`config.mk`:
```
export PLATFORM = sky130hd
export DESIGN_NAME = usv_div_cell
export DESIGN_NICKNAME = d
export VERILOG_FILES = /design/src/hdl/usv_pkg.sv /design/src/hdl/usv_div_cell.sv
export SDC_FILE = /design/constraint.sdc
export NUM_CORES = 1
export LEC_CHECK = 0
export ABC_AREA = 1
export BUFFER_PORTS_ARGS = -buffer_cell sky130_fd_sc_hd__buf_4
export CAP_MARGIN = 25
export CORE_AREA = 2 2 138 86
export DETAILED_ROUTE_END_ITERATION = 8
export DIE_AREA = 0 0 140 88
export PLACE_DENSITY = 0.87
export SLEW_MARGIN = 10
export SYNTH_ARGS = -nofsm -noshare
export SYNTH_HDL_FRONTEND = slang
export SYNTH_SLANG_ARGS = --single-unit
```
`constraint.sdc`:
```
create_clock -name clk -period 8.3 [get_ports clk]
set_input_delay 0.415 -clock clk [delete_from_list [all_inputs] [get_ports clk]]
set_output_delay 0.415 -clock clk [all_outputs]
set_load 0.005 [all_outputs]
```
`src/hdl/usv_pkg.sv`:
```
// types, constants and the arctangent table of the uv sphere vertex generator
// no dependencies; used by every module of the block
`timescale 1ns / 1ps
package usv_pkg;

  localparam int DIV_W  = 41;   // dividend and quotient width of the angle dividers
  localparam int REM_W  = 9;    // divider remainder width
  localparam int TAB_LEN = 24;

  localparam logic signed [31:0] CORDIC_X0 = 32'sd652032874;

  localparam logic [1:0] REG_RADIUS  = 2'd0;
  localparam logic [1:0] REG_COLOR   = 2'd1;
  localparam logic [1:0] REG_SEGMENT = 2'd2;
  localparam logic [1:0] REG_RING    = 2'd3;

  typedef struct packed {
    logic [15:0] base_index;
    logic        quad_valid;
  } side_t;

  typedef struct packed {
    logic [REM_W-1:0] rem_ph;
    logic [DIV_W-1:0] work_ph;
    logic [REM_W-1:0] rem_th;
    logic [DIV_W-1:0] work_th;
    side_t            side;
  } div_t;

  typedef struct packed {
    logic signed [31:0] xt;
    logic signed [31:0] yt;
    logic signed [32:0] zt;
    logic [1:0]         qt;
    logic signed [31:0] xp;
    logic signed [31:0] yp;
    logic signed [32:0] zp;
    logic [1:0]         qp;
    logic [31:0]        u_raw;
    logic [15:0]        tex_v;
    side_t              side;
  } cordic_t;

  typedef struct packed {
    logic [15:0] pos_x;
    logic [15:0] pos_y;
    logic [15:0] pos_z;
    logic [15:0] normal_x;
    logic [15:0] normal_y;
    logic [15:0] normal_z;
    logic [15:0] tex_u;
    logic [15:0] tex_v;
    logic [15:0] base_index;
    logic        quad_valid;
  } vertex_t;

  // arctangent of 2^-k in 2^-32 turn units
  function automatic logic signed [32:0] atan_turn(input int k);
    logic [31:0] v;
    case (k)
      0:  v = 32'd536870912;
      1:  v = 32'd316933406;
      2:  v = 32'd167458907;
      3:  v = 32'd85004756;
      4:  v = 32'd42667331;
      5:  v = 32'd21354465;
      6:  v = 32'd10679838;
      7:  v = 32'd5340245;
      8:  v = 32'd2670163;
      9:  v = 32'd1335087;
      10: v = 32'd667544;
      11: v = 32'd333772;
      12: v = 32'd166886;
      13: v = 32'd83443;
      14: v = 32'd41722;
      15: v = 32'd20861;
      16: v = 32'd10430;
      17: v = 32'd5215;
      18: v = 32'd2608;
      19: v = 32'd1304;
      20: v = 32'd652;
      21: v = 32'd326;
      22: v = 32'd163;
      23: v = 32'd81;
      default: v = 32'd0;
    endcase
    return $signed({1'b0, v});
  endfunction

endpackage

```
`src/hdl/usv_div_cell.sv`:
```
// one restoring-division step for the phi and theta angle dividers
// depends on usv_pkg
`timescale 1ns / 1ps
module usv_div_cell import usv_pkg::*; (
  input  logic             clk,
  input  logic             rst_n,
  input  logic [REM_W-1:0] d_ph,
  input  logic [REM_W-1:0] d_th,
  input  logic             up_valid,
  output logic             up_ready,
  input  div_t             up_data,
  output logic             dn_valid,
  input  logic             dn_ready,
  output div_t             dn_data
);

  logic valid_r;
  div_t data_r, data_nxt;
  logic [REM_W:0] t_ph, t_th;

  assign up_ready = !valid_r || dn_ready;
  assign dn_valid = valid_r;
  assign dn_data  = data_r;

  always_comb begin
    data_nxt = up_data;
    t_ph = {up_data.rem_ph, up_data.work_ph[DIV_W-1]};
    t_th = {up_data.rem_th, up_data.work_th[DIV_W-1]};
    if (t_ph >= {1'b0, d_ph}) begin
      data_nxt.rem_ph  = REM_W'(t_ph - {1'b0, d_ph});
      data_nxt.work_ph = {up_data.work_ph[DIV_W-2:0], 1'b1};
    end else begin
      data_nxt.rem_ph  = t_ph[REM_W-1:0];
      data_nxt.work_ph = {up_data.work_ph[DIV_W-2:0], 1'b0};
    end
    if (t_th >= {1'b0, d_th}) begin
      data_nxt.rem_th  = REM_W'(t_th - {1'b0, d_th});
      data_nxt.work_th = {up_data.work_th[DIV_W-2:0], 1'b1};
    end else begin
      data_nxt.rem_th  = t_th[REM_W-1:0];
      data_nxt.work_th = {up_data.work_th[DIV_W-2:0], 1'b0};
    end
  end

  always_ff @(posedge clk) begin
    if (!rst_n) begin
      valid_r <= 1'b0;
    end else if (up_ready) begin
      valid_r <= up_valid;
    end
  end

  always_ff @(posedge clk) begin
    if (up_ready && up_valid) begin
      data_r <= data_nxt;
    end
  end

endmodule

```
# Word level (Yosys, flattened, before mapping)
# Cells that the tools add are included.
# word_totals
reg_bits,118
input_bits,139
output_inout_bits,119
word_cells,16
# classes
n_addsub,2
order_cmp,2
n_mux,2
reduce_logical,3
# ops
cell,n
50-bit 2-to-1 mux,2
10-bit by 9-bit >= comparator with 1-bit output,2
9-bit subtractor,2
1-bit logical AND,1
1-bit zero test,1
1-bit logical OR,1

# Logic depth before layout (Yosys ltp)
# Gate-level depths: netlist of run 1.
# depth
ltp_word,3
depth_mapped,12
mapped_depth_nobuf,12

# Least setup slack after synthesis of run 1
# No wires, ideal clock.
# synth_path
kind,in2reg
start,in up_valid
end,"reg data_r, in the netlist dn_data[0] (enable)"
setup_time_ns,0.631
arrival_time_ns,6.091
required_ns,7.669
setup_slack_ns,1.578
cell_stages,2
path_buffers,0
cell_sequence,inv_1 -> a21oi_1
# synth_between
elab_chain_cells,1
# synth_lines
item,line,text
start: declaration,usv_div_cell.sv:9,"input logic up_valid,"
1-bit logical AND,usv_div_cell.sv:54,if (up_ready && up_valid) begin
end signal: assignment,usv_div_cell.sv:55,data_r <= data_nxt;
end: declaration,usv_div_cell.sv:18,"div_t data_r, data_nxt;"
# No other way between the ends.
# A chain may end at the register's enable or synchronous reset.

# Final worst setup path of run 1
# layout_path
start,reg valid_r (netlist: dn_valid)
end,"reg data_r, in the netlist dn_data[104] (enable)"
# layout_between
elab_chain_cells,3
# layout_lines
item,line,text
start: declaration,usv_div_cell.sv:17,logic valid_r;
start signal: assignment,usv_div_cell.sv:49,valid_r <= up_valid;
1-bit zero test,usv_div_cell.sv:21,assign up_ready = !valid_r || dn_ready;
1-bit logical OR,usv_div_cell.sv:21,
1-bit logical AND,usv_div_cell.sv:54,
# No other way between the ends.

==> results.yml, run 1 <==
synth:
  synth.area.top_cells: "edfxtp_1, nand2_1, ha_1"
  synthDistinctLibCells: 23
  synth.avg_cell_area_um2: 13.0
  ys_ff_latch: 118
  mappedNetlistNets: 534
  synthMostInstantiatedCell: "edfxtp_1"
  syn_inst: 375
  yosysTopAreaCellShare: 0.721
  synth-edff-count: 117
  synth_area_mm2: 0.00488
  async_flop_share: 0
  synth_warnings: 0
  synth_ff_type: "edfxtp_1"
  ys_seq_area_frac: 0.725
  yosys.area.top_type: "edfxtp_1"
  synth.top_cells.by_count: "edfxtp_1, nand2_1, inv_1"
global_routing:
  grt_pass1_vias: 3592
  grt_antenna_before_repair: 0
  grt.overflow.total: 0
  grt_use_total: 0.209
  grt_max_degree: 80
  grt_pass1_wl_um: 19200
timing:
  fin_crit_ns: 2.21
  period_share: 0.266
  grt_setup_unrepaired: "false"
  skew_ns: 0.00997
  slew_headroom: 0.348
  tightestPinTransition_ns: 0.978
  setup_tns_ns: 0
  fmax_mhz: 453
  hold_viol: 0
  final_max_slew_viol_count: 0
  setup_viol: 0
cts:
  cts_tree: "yes"
  post_cts.repair.setup_buffers: 0
  clock_latency_ns: 0.40
  clockRootBuffer: "clkbuf_16"
  cts_hold_buf: 0
  ctsResizeCount: 0
  cts_max_level: 4
  clk_pin_slew_ns: 0.07
  clkSinkCount: 118
  clk_path_buf_depth: 2
  numCtsBuffers: 17
floorplan:
  chipHeight_um: 88
  start_util: 0.440
  ios: 258
  rows: 30
  fp.coreArea_mm2: 0.0111
  dieArea_mm2: 0.0123
  die_width_um: 140
detailed_routing:
  drc: 16
  vias: 3809
  wl_per_cell_um: 16.4
  drt_iter0_markers: 227
  drt_wl_total_um: 13200
  via_per_inst: 4.72
  first_pass_iters: 7
  antenna_left: 0
power_and_ir_drop:
  pwr_density_cell_mw_per_mm2: 218
  ir_drop_v: 0.000134
  p_total_w: 0.00165
  leakage_nw: 3.57
worst_setup_path:
  path_cells: "a21oi_4, buf_4, buf_4"
  crit_fanout: 79
  cpMaxStageDelayCell: "buf_4"
  arrival_ns: 2.22
  criticalPathCategory: "register to register"
  cp-end-kind: "register"
  ff2ff_path_depth: 3
  crit_top_cell: "buf_4"
  cp-start-kind: "register"
  worstPathRequired_ns: 8.32
  max_stage_delay_ns: 0.85
run_status:
  status: "finished, violations left"
  violations: "DRC"
placed_design:
  port_buffers: 257
  dp_hpwl_um: 10400
  gp_congestion: 0.899
min_path:
  hold_class: "primary input to register"
  hold_path_depth: 1
layout:
  drive_gt1_frac: 0.459
  diodes: 0
  fin_util: 0.683
  fill_cells: 827
  synthToLayoutAreaGrowth_pct: 55.1
  nNetsFinal: 809
job:
  max-cap-violations: 0
[layer usage]
layer  track usage  up-vias  routed length, um
met3        0.0694       19               1120
li1              -     1842                  -
met4        0.0790        0                238
met1         0.260     1756               5410
met2         0.346      192               6450
met5             0        -                  0
[area by class of cell]
cell class	instances	area, um2	area share
Inverter	55	206	0.0273
Multi-Input combinational cell	199	1130	0.149
Tap cell	144	180	0.0238
Timing Repair Buffer	259	1940	0.257
Sequential cell	118	3530	0.467
Clock inverter	15	145	0.0192
Clock buffer	17	425	0.0563
[where the power goes]
group          leakage, nW  internal [W]  switching (W)
clock                0.272      0.000418       0.000279
combinational         2.16      0.000120       0.000109
sequential            1.14      0.000708      0.0000134
total                 3.57       0.00125       0.000401
[placed cells by master (no fill, tap or decap), drive strengths merged]
cell        n
a21boi      1
a21oi      11
and2        1
buf       259
bufinv      1
clkbuf     17
clkinv      6
clkinvlp    3
dfxtp       1
edfxtp    117
fa          2
ha         18
inv        60
nand2     109
nand3      35
nand3b      1
nand4       4
nor2        8
nor3        2
or2         1
xor2        6
[worst max-delay path, delay by kind of cell (launching register included)]
kind                   cells  cell delay, ns
buffers and inverters      2            1.28
DFF                        1            0.34
AOI/OAI and AO/OA          1            0.14
[state kept, by name, summed over array words and instances (netlist names)]
register  cells
dn_data     117
dn_valid      1
[logic make-up (layout without fill, tap and decap cells)]
group	Yosys count	count (layout)	synth area share
adder cells (fa/ha/maj)	20	20	0.0544
buffers and inverters	58	346	0.0467
XOR/XNOR	6	6	0.0108
AND/OR/NAND/NOR	161	161	0.148
flip-flops	118	118	0.725
AO/OA/AOI/OAI	12	12	0.0151
[stage by stage]
stage                     hold WS [ns]  cell area, um2  instances  setup slack (ns)
after floorplan                  0.514            4880        375              1.58
after global placement           0.584            6990        775              5.98
after detailed placement         0.578            6990        775              5.90
after CTS                        0.167            7560        807              6.08
after global routing             0.162            7560        807              5.98
final                            0.185            7560        807              6.09
[final timing paths]
kind / from / slack (ns) / end
worst min-delay path: up_data[30] / 0.19 / dn_data[31]
worst max register to register: dn_valid / 6.09 / dn_data[104]
worst min register to register: dn_valid / 0.59 / dn_valid
worst max-delay path: dn_valid / 6.09 / dn_data[104]
Note: power is estimated with default switching activity, not from simulation.
==> run 2: changes to the inputs <==
--- a/config.mk
+++ b/config.mk
@@ -8,10 +8,10 @@
 export ABC_AREA = 1
 export BUFFER_PORTS_ARGS = -buffer_cell sky130_fd_sc_hd__buf_4
 export CAP_MARGIN = 25
-export CORE_AREA = 2 2 138 86
+export CORE_AREA = 2 2 144 90
 export DETAILED_ROUTE_END_ITERATION = 8
-export DIE_AREA = 0 0 140 88
-export PLACE_DENSITY = 0.87
+export DIE_AREA = 0 0 146 92
+export PLACE_DENSITY = 0.84
 export SLEW_MARGIN = 10
 export SYNTH_ARGS = -nofsm -noshare
 export SYNTH_HDL_FRONTEND = slang
==> constraint.sdc (replaced) <==
create_clock -name clk -period 1.8 [get_ports clk]
set_input_delay 0.09 -clock clk [delete_from_list [all_inputs] [get_ports clk]]
set_output_delay 0.09 -clock clk [all_outputs]
set_load 0.005 [all_outputs]
==> run 2 against run 1 <==
The run now ends clean. Total power grew to 5.0 times the previous value. Non-clock buffer count rose by 113. Highest routed layer unchanged. Clock power rose to 5.1 times the previous value.
==> results.yml, run 2 (synthesis gave the netlist of run 1 again) <==
worst_setup_path:
  max_stage_delay_ns: 0.53
  crit_top_cell: "buf_4"
  crit_fanout: 9
  cp-end-kind: "register"
  cp_top_family: "buffers and inverters"
  path_cells: "dlygate4sd3_1, buf_4, ha_2, nand4_1, nand2_2, nand2_4, buf_4, nand3_1, nand2_1"
  reg2reg_slack_ns: 0.44
  r2r_start: "dn_valid"
  arrival_ns: 1.91
  worstPathRequired_ns: 1.96
  ff2ff_path_depth: 2
  crit_buf_inv: 3
  criticalPathCategory: "primary input to register"
  cp-start-kind: "primary input"
  cpMaxStageDelayCell: "dlygate4sd3_1"
  r2r-end: "dn_data[103]"
layout:
  final_common_cell: "buf_4"
  diodes: 0
  nNetsFinal: 922
  drive_gt1_frac: 0.415
  synthToLayoutAreaGrowth_pct: 81.1
  largest_reg_flops: 117
  layout_common_cells: "buf_4, edfxtp_1, dlygate4sd3_1, nand2_1, inv_1"
  fill_cells: 818
cts:
  clockRootBuffer: "clkbuf_16"
  cts_tree: "yes"
  cts_max_level: 4
  clock_latency_ns: 0.41
  clk_pin_slew_ns: 0.06
  clkSinkCount: 118
  numCtsBuffers: 17
  clk_path_buf_depth: 2
power_and_ir_drop:
  leakage_nw: 4.08
  p_total_w: 0.00818
  pwr_density_cell_mw_per_mm2: 927
  ir_drop_v: 0.000634
job:
  max-cap-violations: 0
global_routing:
  grt_antenna_before_repair: 0
  grt_use_total: 0.242
  grt.overflow.total: 0
  grt_max_degree: 79
  grt_pass1_vias: 4527
  grt_pass1_wl_um: 24100
floorplan:
  start_util: 0.395
  chipHeight_um: 92
  rows: 32
  die_width_um: 146
  fp.coreArea_mm2: 0.0123
  dieArea_mm2: 0.0134
  ios: 258
run_status:
  status: "finished clean"
timing:
  final_max_slew_viol_count: 0
  hold_viol: 0
  fmax_mhz: 570
  tightestPinTransition_ns: 0.452
  setup_viol: 0
  skew_ns: 0.0123
  fin_crit_ns: 1.75
  slew_headroom: 0.698
  period_share: 0.974
  setup_tns_ns: 0
detailed_routing:
  wl_per_cell_um: 17.3
  drt_iter0_markers: 212
  antenna_left: 0
  vias: 4371
  via_per_inst: 4.62
  drc: 0
  first_pass_iters: 5
  drt_wl_total_um: 16400
min_path:
  min_from: "up_valid"
  hold_class: "primary input to register"
  hold_path_depth: 3
  hold_end: "dn_valid"
placed_design:
  gp_congestion: 0.912
  port_buffers: 257
  dp_hpwl_um: 10600
run 2: area by class of cell:
class / instances / area [um2] / share of cell area
Clock buffer: 17 / 425 / 0.0482
Clock inverter: 15 / 186 / 0.0211
Inverter: 55 / 206 / 0.0234
Multi-Input combinational cell: 199 / 1180 / 0.134
Sequential cell: 118 / 3530 / 0.400
Tap cell: 170 / 213 / 0.0241
Timing Repair Buffer: 372 / 3080 / 0.349
run 2: how the worst max path moves through the flow:
stage | slack [ns] | cells past startpoint | to | from
3_3_place_gp | 0.09 | 11 | dn_data[115] | up_data[107]
6_report | 0.05 | 9 | dn_data[111] | up_data[109]
2_1_floorplan | -0.90 | 1 | dn_data[0] | dn_valid
5_1_grt | -0.02 | 9 | dn_data[64] | up_data[65]
4_1_cts | 0.009 | 9 | dn_data[65] | up_data[59]
3_5_place_dp | 0.02 | 11 | dn_data[63] | up_data[57]
run 2: power by group:
group          switching [W]  internal, W
combinational       0.000598     0.000736
clock                0.00141      0.00211
sequential         0.0000727      0.00326
run 2: per-stage QoR:
stage | setup WS [ns] | std cells | hold slack [ns] | cell area [um2] | utilization
after global routing | -0.0156 | 946 | 0.0322 | 8830 | 0.716
after detailed placement | 0.0156 | 804 | 0.269 | 7060 | 0.572
after floorplan | -0.902 | 375 | 0.189 | 4890 | -
final | 0.0471 | 946 | 0.0273 | 8830 | 0.716
after global placement | 0.0900 | 804 | 0.268 | 7060 | 0.572
after CTS | 0.00941 | 942 | 0.00843 | 8730 | 0.708
run 2: worst min-delay path, cell delays in order:
cell and delay [ns]:
buf_4 0.11, inv_1 0.09, a21boi_0 0.09
run 2: routing by layer:
layer	GRT usage	routed length, um
met5	0	0
met4	0.0833	320
met3	0.0781	1240
met2	0.441	8720
met1	0.269	6110
run 2: what timing repair did:
action | CTS | global route
hold buffers | 106 | 0
buffers inserted | 0 | 4
setup endpoints to repair | 0 | 18
endpoints found under the hold margin | 106 | 0
gates resized for setup | 0 | 10
