### config.mk
export PLATFORM = sky130hd
export DESIGN_NAME = usv_cordic_cell
export DESIGN_NICKNAME = d
export VERILOG_FILES = /design/src/hdl/usv_pkg.sv /design/src/hdl/usv_cordic_cell.sv
export SDC_FILE = /design/constraint.sdc
export NUM_CORES = 1
export LEC_CHECK = 0
export BUFFER_PORTS_ARGS = -buffer_cell sky130_fd_sc_hd__buf_2
export CAP_MARGIN = 20
export CORE_MARGIN = 2
export CORE_UTILIZATION = 30
export DETAILED_ROUTE_END_ITERATION = 12
export MAX_ROUTING_LAYER = met4
export PLACE_DENSITY = 0.59
export REMOVE_ABC_BUFFERS = 1
export SYNTH_ARGS = -nofsm -noshare
export SYNTH_HDL_FRONTEND = slang
export SYNTH_SLANG_ARGS = --single-unit
### constraint.sdc
create_clock -name clk -period 11.7 [get_ports clk]
set_input_delay 1.17 -clock clk [delete_from_list [all_inputs] [get_ports clk]]
set_output_delay 1.17 -clock clk [all_outputs]
set_load 0.02 [all_outputs]
### src/hdl/usv_pkg.sv
// types, constants and the arctangent table of the uv sphere vertex generator
// no dependencies; used by every module of the block
`timescale 1ns / 1ps
package usv_pkg;

  localparam int DIV_W  = 41;   // dividend and quotient width of the angle dividers
  localparam int REM_W  = 9;    // divider remainder width
  localparam int TAB_LEN = 24;

  localparam logic signed [31:0] CORDIC_X0 = 32'sd652032874;

  localparam logic [1:0] REG_RADIUS  = 2'd0;
  localparam logic [1:0] REG_COLOR   = 2'd1;
  localparam logic [1:0] REG_SEGMENT = 2'd2;
  localparam logic [1:0] REG_RING    = 2'd3;

  typedef struct packed {
    logic [15:0] base_index;
    logic        quad_valid;
  } side_t;

  typedef struct packed {
    logic [REM_W-1:0] rem_ph;
    logic [DIV_W-1:0] work_ph;
    logic [REM_W-1:0] rem_th;
    logic [DIV_W-1:0] work_th;
    side_t            side;
  } div_t;

  typedef struct packed {
    logic signed [31:0] xt;
    logic signed [31:0] yt;
    logic signed [32:0] zt;
    logic [1:0]         qt;
    logic signed [31:0] xp;
    logic signed [31:0] yp;
    logic signed [32:0] zp;
    logic [1:0]         qp;
    logic [31:0]        u_raw;
    logic [15:0]        tex_v;
    side_t              side;
  } cordic_t;

  typedef struct packed {
    logic [15:0] pos_x;
    logic [15:0] pos_y;
    logic [15:0] pos_z;
    logic [15:0] normal_x;
    logic [15:0] normal_y;
    logic [15:0] normal_z;
    logic [15:0] tex_u;
    logic [15:0] tex_v;
    logic [15:0] base_index;
    logic        quad_valid;
  } vertex_t;

  // arctangent of 2^-k in 2^-32 turn units
  function automatic logic signed [32:0] atan_turn(input int k);
    logic [31:0] v;
    case (k)
      0:  v = 32'd536870912;
      1:  v = 32'd316933406;
      2:  v = 32'd167458907;
      3:  v = 32'd85004756;
      4:  v = 32'd42667331;
      5:  v = 32'd21354465;
      6:  v = 32'd10679838;
      7:  v = 32'd5340245;
      8:  v = 32'd2670163;
      9:  v = 32'd1335087;
      10: v = 32'd667544;
      11: v = 32'd333772;
      12: v = 32'd166886;
      13: v = 32'd83443;
      14: v = 32'd41722;
      15: v = 32'd20861;
      16: v = 32'd10430;
      17: v = 32'd5215;
      18: v = 32'd2608;
      19: v = 32'd1304;
      20: v = 32'd652;
      21: v = 32'd326;
      22: v = 32'd163;
      23: v = 32'd81;
      default: v = 32'd0;
    endcase
    return $signed({1'b0, v});
  endfunction

endpackage

### src/hdl/usv_cordic_cell.sv
// one rotation step of the theta and phi cordic lanes
// depends on usv_pkg
`timescale 1ns / 1ps
module usv_cordic_cell import usv_pkg::*; #(
  parameter int K = 0
) (
  input  logic    clk,
  input  logic    rst_n,
  input  logic    up_valid,
  output logic    up_ready,
  input  cordic_t up_data,
  output logic    dn_valid,
  input  logic    dn_ready,
  output cordic_t dn_data
);

  localparam logic signed [32:0] ATAN = atan_turn(K);

  logic    valid_r;
  cordic_t data_r, data_nxt;

  assign up_ready = !valid_r || dn_ready;
  assign dn_valid = valid_r;
  assign dn_data  = data_r;

  always_comb begin
    data_nxt = up_data;
    if (!up_data.zt[32]) begin
      data_nxt.xt = up_data.xt - (up_data.yt >>> K);
      data_nxt.yt = up_data.yt + (up_data.xt >>> K);
      data_nxt.zt = up_data.zt - ATAN;
    end else begin
      data_nxt.xt = up_data.xt + (up_data.yt >>> K);
      data_nxt.yt = up_data.yt - (up_data.xt >>> K);
      data_nxt.zt = up_data.zt + ATAN;
    end
    if (!up_data.zp[32]) begin
      data_nxt.xp = up_data.xp - (up_data.yp >>> K);
      data_nxt.yp = up_data.yp + (up_data.xp >>> K);
      data_nxt.zp = up_data.zp - ATAN;
    end else begin
      data_nxt.xp = up_data.xp + (up_data.yp >>> K);
      data_nxt.yp = up_data.yp - (up_data.xp >>> K);
      data_nxt.zp = up_data.zp + ATAN;
    end
  end

  always_ff @(posedge clk) begin
    if (!rst_n) begin
      valid_r <= 1'b0;
    end else if (up_ready) begin
      valid_r <= up_valid;
    end
  end

  always_ff @(posedge clk) begin
    if (up_ready && up_valid) begin
      data_r <= data_nxt;
    end
  end

endmodule

# == Word level (Yosys, flattened, before mapping) ==
# Index checks and enable logic that the tools add are counted.
# Widths: inputs -> output; s select.
# op_classes
addsub,10
n_mul,0
div,0
order_cmp,0
eq_ne,0
shifts,0
n_mux,2
bitwise,0
n_reduce_logical,3
# op_table
operator,n
$mux 97,2
$sub 32x32->32,4
$add 33x31->33 const B,2
$sub 33x31->33 const B,2
$add 32x32->32,2
$logic_and 1x1->1,1
$logic_not 1->1,1
$logic_or 1x1->1,1
# word_totals
regBits,264
latchBits,0
ramBits,0
romBits,0
inputBits,267
output_inout_bits,265
word_cells,28
memories,0

# == Longest topological paths before layout ==
# Gate-level depths: netlist of run 1.
# depth
ltp_word,3
ltp_mapped,13
depth_no_buf,12

# == Worst setup path before layout of run 1 ==
# No wires, ideal clock.
# synth_path
kind,input to register
startpoint,input port dn_ready
endpoint,register data_r (netlist bit dn_data[0]) (enable)
arrival_time_ps,7389
path_slack_ps,3657
path_stages,2
path_cell_list,nand2b_1 > and2_1
# synth_between
elab_chain_cells,2
# synth_lines
item,line_no,source
from (decl),usv_cordic_cell.sv:13,"input logic dn_ready,"
$logic_or 1x1->1,usv_cordic_cell.sv:22,assign up_ready = !valid_r || dn_ready;
$logic_and 1x1->1,usv_cordic_cell.sv:57,if (up_ready && up_valid) begin
to (signal assigned),usv_cordic_cell.sv:58,data_r <= data_nxt;
to (decl),usv_cordic_cell.sv:20,"cordic_t data_r, data_nxt;"
# No other way between the ends.
# A chain may end at the register's enable or synchronous reset.

==> reports/metrics.csv, run 1 <==
metric,value,unit
fmax,244,MHz
synth-xor-area-share,5.73,%
wl_met2,33.2,mm
run_status,finished clean,
final_antenna_net_count,0,
hpwl,54.0,mm
first_pass_iters,5,
synthDistinctLibCells,90,
wl_per_cell,20.4,um
async_flop_share,0,%
setup_viol,0,
finalHoldViolations,0,
cts_tree,done,
tightest_slew,1100,ps
final_common_cell,buf_2,
dr_wl_met3,4.84,mm
die-area,65200,sq um
slew_violations,0,
synthSimpleGateAreaFrac,11.3,%
slew_headroom,26.0,%
gp_congestion,1.01,
clk_pin_slew,60,ps
syn-mean-instance-area,9.66,sq um
nNetsFinal,2917,
cts.sinks,262,
cap_viol_max_count,0,
portBuffers,531,
top_layer_used,met4,
ys_seq_area_share,41.5,%
critPathArrivalTime,4390,ps
grt_use_total,20.2,%
drt-total-wl,67.7,mm
dieHeight,255,um
antenna_found_initial,3,
yosys-top-cells-area,"edfxtp_1, ha_1, a21oi_1, xnor2_1, inv_1",
power_density,134,nW/um^2
area_growth,23.7,%
power_leakage,0.0103,uW
crit_path_top_delay_cell,a311oi_1,
muxShareOfSynthArea,1.22,%
grt_max_degree,74,
min_path_type,reg2reg,
root_buffer,clkbuf_16,
drive_gt1_share,25.3,%
synth_top_area_share,41.4,%
num-fill-cells,6432,
timing.final.ws_setup,7610,ps
finalCritPeriodShare,35.0,%
grt_pass1_wl,98.2,mm
syn_inst,1960,
regArea,7860,sq um
cts_buffers,35,
cts_setup_buffers,0,
cts_resized,0,
clock_path_buffers,3,
rsz0062_at_grt,no,
critPathBufInv,2,
viasPerCell,5.19,
final_util,37.3,%
cp.required,12000,ps
start_util,30.2,%
yosysWarnings,0,
crit_path_start_kind,input pin,
path_cells,buf_2 > inv_1 > ha_1 > fa_1 > nor2b_1 > o21ai_0 > a31o_2 > a311oi_1 > a21boi_0 > o21ai_0 > nand2_1 > a31oi_1 > xnor2_1,
finalCriticalPeriod,4090,ps
num_io_pins,532,
vias,17300,
max_stage_delay,630,ps
synth_flop_cell,edfxtp_1,
crit_top_cell,o21ai_0,
drc_errors,0,
hold_buffers,0,
num_rows,92,
wl_met1,27.4,mm
synth_edf_count,261,
finalSetupTns,0,ps
die_w,255,um
crit_family,compound AO/OA/AOI/OAI gates,
synth_top_family_by_area,compound AO/OA/AOI/OAI gates,
critPathCaptureType,flip-flop,
place_ws,7120,ps
htreeDepth,2,
grt-ovfl-total,0,
synth_compound_area_share,20.7,%
layout_common_cells,"buf_2, edfxtp_1, a21oi_1, inv_1, ha_1",
vdd_drop_max,0.0977,mV
grt_pass1_vias,16700,
insertion_delay,550,ps
synth_area,18900,sq um
worstSetupPathType,in2reg,
clock_skew,24.4,ps
multi_input_area,9950,sq um
coreArea,62700,sq um
critPathMaxFanout,4,
synth_top_cell_by_area,edfxtp_1,
drt_iter0_drc,1710,
synthAdderAreaFrac,13.5,%
synth-seq-cells,262,
==> power by group <==
group          switching [uW]  total (uW)  internal, uW
Clock                     435        1010           580
Combinational             616         936           320
Sequential               27.1        1190          1160
Total                    1080        3140          2060
==> tightest hold or removal path, stage by stage, from the launching register on <==
cell	delay, ps
dfxtp_1	310
nand2b_1	100
a21boi_0	90
==> cell type report <==
cell class | count | area share, %
multi-input combinational | 1411 | 42.5
sequential | 262 | 33.5
timing repair buffer | 539 | 11.6
tap | 846 | 4.52
clock buffer | 40 | 3.82
inverter | 201 | 3.22
clock inverter | 22 | 0.822
antenna | 2 | 0.0214
==> worst paths after layout <==
path | start | endpoint | slack [ps] | cells past startpoint
worst max-delay path | up_data[100] | dn_data[124]$_DFFE_PP_ | 7610 | 13
worst min-delay path | dn_valid$_SDFFE_PN0N_ | dn_valid$_SDFFE_PN0N_ | 550 | 2
worst max register to register | dn_valid$_SDFFE_PN0N_ | dn_data[246]$_DFFE_PP_ | 8440 | 4
worst min register to register | dn_valid$_SDFFE_PN0N_ | dn_valid$_SDFFE_PN0N_ | 550 | 2
==> metal layers <==
layer | global-route usage (%) | up-vias
met5 | - | -
met4 | 6.85 | 0
met3 | 2.71 | 119
met2 | 33.9 | 800
met1 | 25.0 | 8305
li1 | - | 8029
==> logic make-up after synthesis <==
| family | after synthesis |
|---|---|
| fa+ha+maj | 200 |
| compound gates | 625 |
| xor+xnor | 124 |
| buf+inv | 287 |
| simple gates | 439 |
| flops | 262 |
| mux | 23 |
==> cell usage after synthesis (all sizes together), types with 11 or more instances <==
library cell / instances
inv: 198
and3: 11
nand2: 92
o21ai: 150
xor2: 15
o21bai: 34
o211ai: 21
nand2b: 18
o31ai: 12
nor4: 15
edfxtp: 261
xnor2: 109
nand3: 25
nand4: 18
a21o: 36
nor2: 154
clkbuf: 44
a21oi: 226
buf: 42
and2: 13
nor3: 27
or3: 12
mux2i: 22
ha: 192
o21a: 19
nor2b: 24
a31oi: 19
a211oi: 12
==> state kept, by name, indices dropped and copies added, names as in the netlist <==
signal and flops:
dn_data 261, dn_valid 1
==> metrics by stage <==
stage	hold WS, ps	total power [uW]	cell area, sq um	instances
finish	555	3140	23400	3323
detailed placement	559	2140	22300	3259
global route	607	3300	23400	3323
floorplan	750	1800	18600	1874
CTS	567	3170	23400	3321
global placement	517	2130	22300	3259
Power figures use the tool's default switching activity.
==> run 2, diff against run 1 <==
--- a/config.mk
+++ b/config.mk
@@ -11,7 +11,7 @@
 export CORE_UTILIZATION = 30
 export DETAILED_ROUTE_END_ITERATION = 12
 export MAX_ROUTING_LAYER = met4
-export PLACE_DENSITY = 0.59
+export PLACE_DENSITY = 0.61
 export REMOVE_ABC_BUFFERS = 1
 export SYNTH_ARGS = -nofsm -noshare
 export SYNTH_HDL_FRONTEND = slang
==> constraint.sdc (replaced) <==
create_clock -name clk -period 3.3 [get_ports clk]
set_input_delay 0.33 -clock clk [delete_from_list [all_inputs] [get_ports clk]]
set_output_delay 0.33 -clock clk [all_outputs]
set_load 0.02 [all_outputs]
==> reports/metrics.csv, run 2 (synthesis gave the netlist of run 1 again) <==
metric,value,unit,change
run_status,finished clean,,
grt_pass1_vias,18400,,+9.8%
gp_congestion,0.970,,-3.7%
drive_gt1_share,29.7,%,+4.4 points
viasPerCell,5.01,,-3.5%
critPathCaptureType,flip-flop,,
cts_buffers,31,,-11%
final_util,42.1,%,+4.8 points
coreArea,62700,sq um,unchanged
nNetsFinal,3255,,+12%
wl_per_cell,19.8,um,-3.0%
power_leakage,0.0119,uW,+16%
fmax,352,MHz,
hpwl,58.2,mm,+7.6%
final_cells,3665,,+10%
place_inst,3470,,+6.5%
start_util,30.2,%,unchanged
dieHeight,255,um,unchanged
drt-total-wl,72.4,mm,+7.0%
finalHoldViolations,0,,unchanged
cts_setup_buffers,0,,unchanged
antenna_found_initial,11,,+8
path_cells,buf_2 > inv_1 > ha_1 > fa_1 > nor2b_1 > o21ai_0 > a31o_2 > a21oi_1 > buf_4 > a2111oi_0 > nor2_1 > buf_4 > nor2_1 > o311ai_1 > xor2_1,,
cap_viol_max_count,0,,unchanged
die-area,65200,sq um,unchanged
p_switching,3900,uW,+260%
final_common_cell,buf_2,,
final_antenna_net_count,0,,unchanged
grt_pass1_wl,106,mm,+7.9%
root_buffer,clkbuf_16,,
setup_viol,0,,unchanged
crit_family,compound AO/OA/AOI/OAI gates,,
clock_skew,8.46,ps,-15.9 ps
slew_headroom,37.1,%,+11 points
cts_resized,0,,unchanged
grt_use_total,21.7,%,+1.5 points
grt-ovfl-total,0,,unchanged
comb_power_share,32.7,%,+2.9 points
cts_tree,done,,
clock_path_buffers,3,,unchanged
crit_path_top_delay_cell,a2111oi_0,,
cp.required,3640,ps,-8360 ps
num-fill-cells,6202,,-3.6%
htreeDepth,1,,-1
switching_share,33.2,%,-1.1 points
worstSetupPathType,in2reg,,
p_int,7840,uW,+280%
postPlaceCellArea,24000,sq um,+7.5%
rsz0062_at_grt,no,,
num_io_pins,532,,unchanged
grt_max_degree,102,,+38%
drc_errors,0,,unchanged
finalCriticalPeriod,2840,ps,
power_density,445,nW/um^2,+230%
vias,18400,,+6.5%
die_w,255,um,unchanged
finalCritPeriodShare,86.1,%,
p_clk_share,31.4,%,-0.9 points
slew_violations,0,,unchanged
fin_hold_ws,94.7,ps,-460 ps
insertion_delay,600,ps,+50 ps
area_growth,39.5,%,
tightest_slew,936,ps,-160 ps
portBuffers,531,,unchanged
vdd_drop_max,0.356,mV,+260%
crit_path_start_kind,input pin,,
finalSetupTns,0,ps,unchanged
critPathArrivalTime,3180,ps,-1210 ps
num_rows,92,,unchanged
min_path_type,in2reg,,
first_pass_iters,7,,+2
critPathMaxFanout,5,,+1
clk_pin_slew,60,ps,about the same
layout_common_cells,"buf_2, edfxtp_1, a21oi_1, buf_4, inv_1",,
max_stage_delay,630,ps,about the same
cts.sinks,262,,unchanged
design_area,26400,sq um,+13%
largest_reg_flops,261,,unchanged
p_seq_share,35.9,%,-2.0 points
drt_iter0_drc,1530,,-11%
critPathBufInv,4,,+2
[run 2: area by class of cell]
type	instances	area (sq um)	share of cell area, %
tap	846	1060	4.01
clock inverter	23	292	1.10
inverter	201	754	2.85
timing repair buffer	881	5710	21.6
sequential	262	7860	29.7
antenna	6	15.0	0.0568
clock buffer	35	791	2.99
multi-input combinational	1411	9950	37.6
[run 2: stage by stage]
stage	setup slack [ps]	power (uW)
global route	266	12300
finish	459	11700
detailed placement	-89.1	7960
CTS	539	11800
global placement	-90.4	7940
floorplan	-3930	6380
[run 2: repair_timing]
item                                    CTS  global route
hold buffers                            131             0
hold endpoints to repair                130             0
endpoints found under the setup margin    0             0
[run 2: power groups by stage]
stage	sequential [uW]	clock, uW	combinational, uW
3_3_place_gp	4280	0	3660
5_1_grt	4250	3920	4150
6_report	4220	3690	3840
4_1_cts	4220	3790	3820
3_5_place_dp	4290	0	3670
2_1_floorplan	4740	0	1640
[run 2: worst paths after layout]
path / from / to / slack, ps / cells after the start
worst min register to register: dn_valid$_SDFFE_PN0N_ / dn_data[62]$_DFFE_PP_ / 990 / 2
worst max-delay path: up_data[132] / dn_data[162]$_DFFE_PP_ / 460 / 15
worst max register to register: dn_valid$_SDFFE_PN0N_ / dn_data[109]$_DFFE_PP_ / 1530 / 3
worst min-delay path: up_data[196] / dn_data[196]$_DFFE_PP_ / 90 / 2
[run 2: per-layer routing]
layer	global-route usage, %	share of wire [%]	routed length, um
met3	2.32	5.6	4080
met5	-	0	0
met2	36.8	49	35700
met4	6.55	3.0	2190
met1	27.2	42	30500
==> run 3, diff against run 2 <==
--- a/config.mk
+++ b/config.mk
@@ -10,6 +10,7 @@
 export CORE_MARGIN = 2
 export CORE_UTILIZATION = 30
 export DETAILED_ROUTE_END_ITERATION = 12
+export GPL_TIMING_DRIVEN = 0
 export MAX_ROUTING_LAYER = met4
 export PLACE_DENSITY = 0.61
 export REMOVE_ABC_BUFFERS = 1
==> constraint.sdc (replaced) <==
create_clock -name clk -period 3.3 [get_ports clk]
set_input_delay 0.33 -clock clk [delete_from_list [all_inputs] [get_ports clk]]
set_output_delay 0.33 -clock clk [all_outputs]
set_load 0.1 [all_outputs]
==> reports/metrics.csv, run 3 (synthesis gave the netlist of run 1 again) <==
metric,value,unit,change
run_status,finished clean,,
largest_reg_flops,261,,unchanged
comb_power_share,41.1,%,+8.4 points
holdPathEnd,dn_data[68]$_DFFE_PP_,,
dieHeight,255,um,unchanged
antenna_found_initial,4,,-7
clock_path_buffers,3,,unchanged
wl_per_cell,19.7,um,-0.33%
p_seq_share,32.2,%,-3.7 points
first_pass_iters,6,,-1
r2r_cells,4,,+1
setup_viol,0,,unchanged
vdd_drop_max,0.447,mV,+25%
p_switching,5670,uW,+45%
grt-ovfl-total,0,,unchanged
final_antenna_net_count,0,,unchanged
die-area,65200,sq um,unchanged
viasPerCell,5.07,,+1.1%
cp.required,3590,ps,-50 ps
gp_congestion,0.970,,about the same
p_clk_share,26.7,%,-4.7 points
final_common_cell,buf_2,,
vias,17400,,-5.1%
finalCriticalPeriod,3170,ps,+330 ps
clk_pin_slew,50,ps,about the same
grt_pass1_vias,17000,,-7.2%
num_rows,92,,unchanged
place_ws,-598,ps,-509 ps
finalHoldViolations,0,,unchanged
crit_path_start_kind,input pin,,
num-fill-cells,6177,,-0.40%
cap_viol_max_count,0,,unchanged
layout_common_cells,"buf_2, edfxtp_1, a21oi_1, inv_1, ha_1",,
r2r-start,dn_valid$_SDFFE_PN0N_,,
rrSetupSlack,1010,ps,-520 ps
hpwl,53.1,mm,-8.7%
num_io_pins,532,,unchanged
critPathCaptureType,flip-flop,,
area_growth,30.5,%,
power_density,528,nW/um^2,+19%
critPathMaxFanout,13,,+8
min_from,up_data[68],,
drive_gt1_share,24.0,%,-5.7 points
die_w,255,um,unchanged
grt_max_degree,87,,-15%
power_leakage,0.0108,uW,-9.0%
timing.final.ws_setup,128,ps,-330 ps
root_buffer,clkbuf_16,,
design_area,24700,sq um,-6.4%
insertion_delay,540,ps,-60 ps
portBuffers,531,,unchanged
slew_violations,0,,unchanged
start_util,30.2,%,unchanged
htreeDepth,2,,+1
fmax,315,MHz,-10%
min_path_type,in2reg,,
nNetsFinal,3038,,-6.7%
drt-total-wl,67.8,mm,-6.4%
p_int,7380,uW,-5.9%
drt_iter0_drc,1178,,-23%
coreArea,62700,sq um,unchanged
finalCritPeriodShare,96.1,%,+10 points
drc_errors,0,,unchanged
min_path_cells,1,,-1
cts_setup_buffers,0,,unchanged
clock_skew,16.3,ps,+7.85 ps
cts_tree,done,,
switching_share,43.4,%,+10 points
tightest_slew,1100,ps,+162 ps
worstReg2RegEnd,dn_data[0]$_DFFE_PP_,,
critPathArrivalTime,3460,ps,+280 ps
rsz0062_at_grt,no,,
slew_headroom,26.3,%,-11 points
grt_pass1_wl,97.7,mm,-7.8%
cts_buffers,34,,+9.7%
grt_use_total,20.0,%,-1.6 points
worstSetupPathType,in2reg,,
cts.sinks,262,,unchanged
postPlaceCellArea,22400,sq um,-6.7%
run 3: cell count changes in the layout (fill, tap and decap cells not counted), sizes merged:
cell	before	now
clkinv	13	17
dlygate4sd3	131	125
clkinvlp	3	1
diode	6	5
bufinv	6	1
buf	750	536
inv	202	201
clkbuf	35	38
run 3: routing by layer:
layer	GRT usage [%]	routed length [um]	part of all wire, %	up-vias
met1	24.0	28000	41	8418
met4	6.83	2070	3.1	0
met3	3.51	4160	6.1	113
met5	-	0	0	-
li1	-	-	-	8269
met2	34.0	33500	49	641
run 3: power by group through the flow:
stage | clock, uW | combinational [uW] | sequential, uW
finish | 3490 | 5360 | 4200
CTS | 3630 | 5340 | 4210
floorplan | 0 | 1640 | 6630
global placement | 0 | 5170 | 4330
global route | 3740 | 5640 | 4230
detailed placement | 0 | 5200 | 4270
run 3: metrics by stage:
stage / total power [uW] / TNS (ps) / util (%) / std cells / hold WS [ps]
finish: 13100 / 0 / 39.4 / 3443 / 63.9
global placement: 9500 / -1608320 / 35.5 / 3251 / 506
global route: 13600 / 0 / 39.4 / 3442 / 12.2
floorplan: 8270 / -1286590 / - / 1874 / 429
detailed placement: 9470 / -9940 / 35.7 / 3256 / 508
CTS: 13200 / 0 / 39.4 / 3438 / 7.71
run 3: critical path, stage by stage:
cell	delay, ps
buf_2	110
inv_1	50
ha_1	610
a21oi_1	230
a211oi_2	260
nor2_1	90
o31a_1	360
o311ai_1	490
o211ai_1	300
or3_1	420
a21oi_2	140
xnor2_1	70
run 3: how the worst max path moves through the flow:
stage / startpoint / to / slack [ps]
after global placement: dn_ready / dn_data[21]$_DFFE_PP_ / -6120
final: up_data[202] / dn_data[261]$_DFFE_PP_ / 130
after floorplan: dn_valid$_SDFFE_PN0N_ / dn_data[0]$_DFFE_PP_ / -4930
after detailed placement: up_data[100] / dn_data[124]$_DFFE_PP_ / -600
after CTS: up_data[211] / dn_data[228]$_DFFE_PP_ / 170
after global routing: up_data[214] / dn_data[261]$_DFFE_PP_ / 6
run 3: area by class of cell:
class                   count  area [sq um]  share of cell area (%)
multi-input cells        1411          9960                    40.3
flip-flops and latches    262          7860                    31.8
repair buffers            661          4050                    16.4
well taps                 846          1060                    4.28
clock buffers              38           887                    3.59
inverters                 201           754                    3.05
clock inverters            19           148                   0.597
diodes                      5          12.5                  0.0506
run 3: what timing repair did:
item	in CTS	in global routing
hold endpoints to repair	125	0
gates resized for setup	1	1
pin swaps	0	0
hold buffers	125	0
endpoints found under the setup margin	1	1
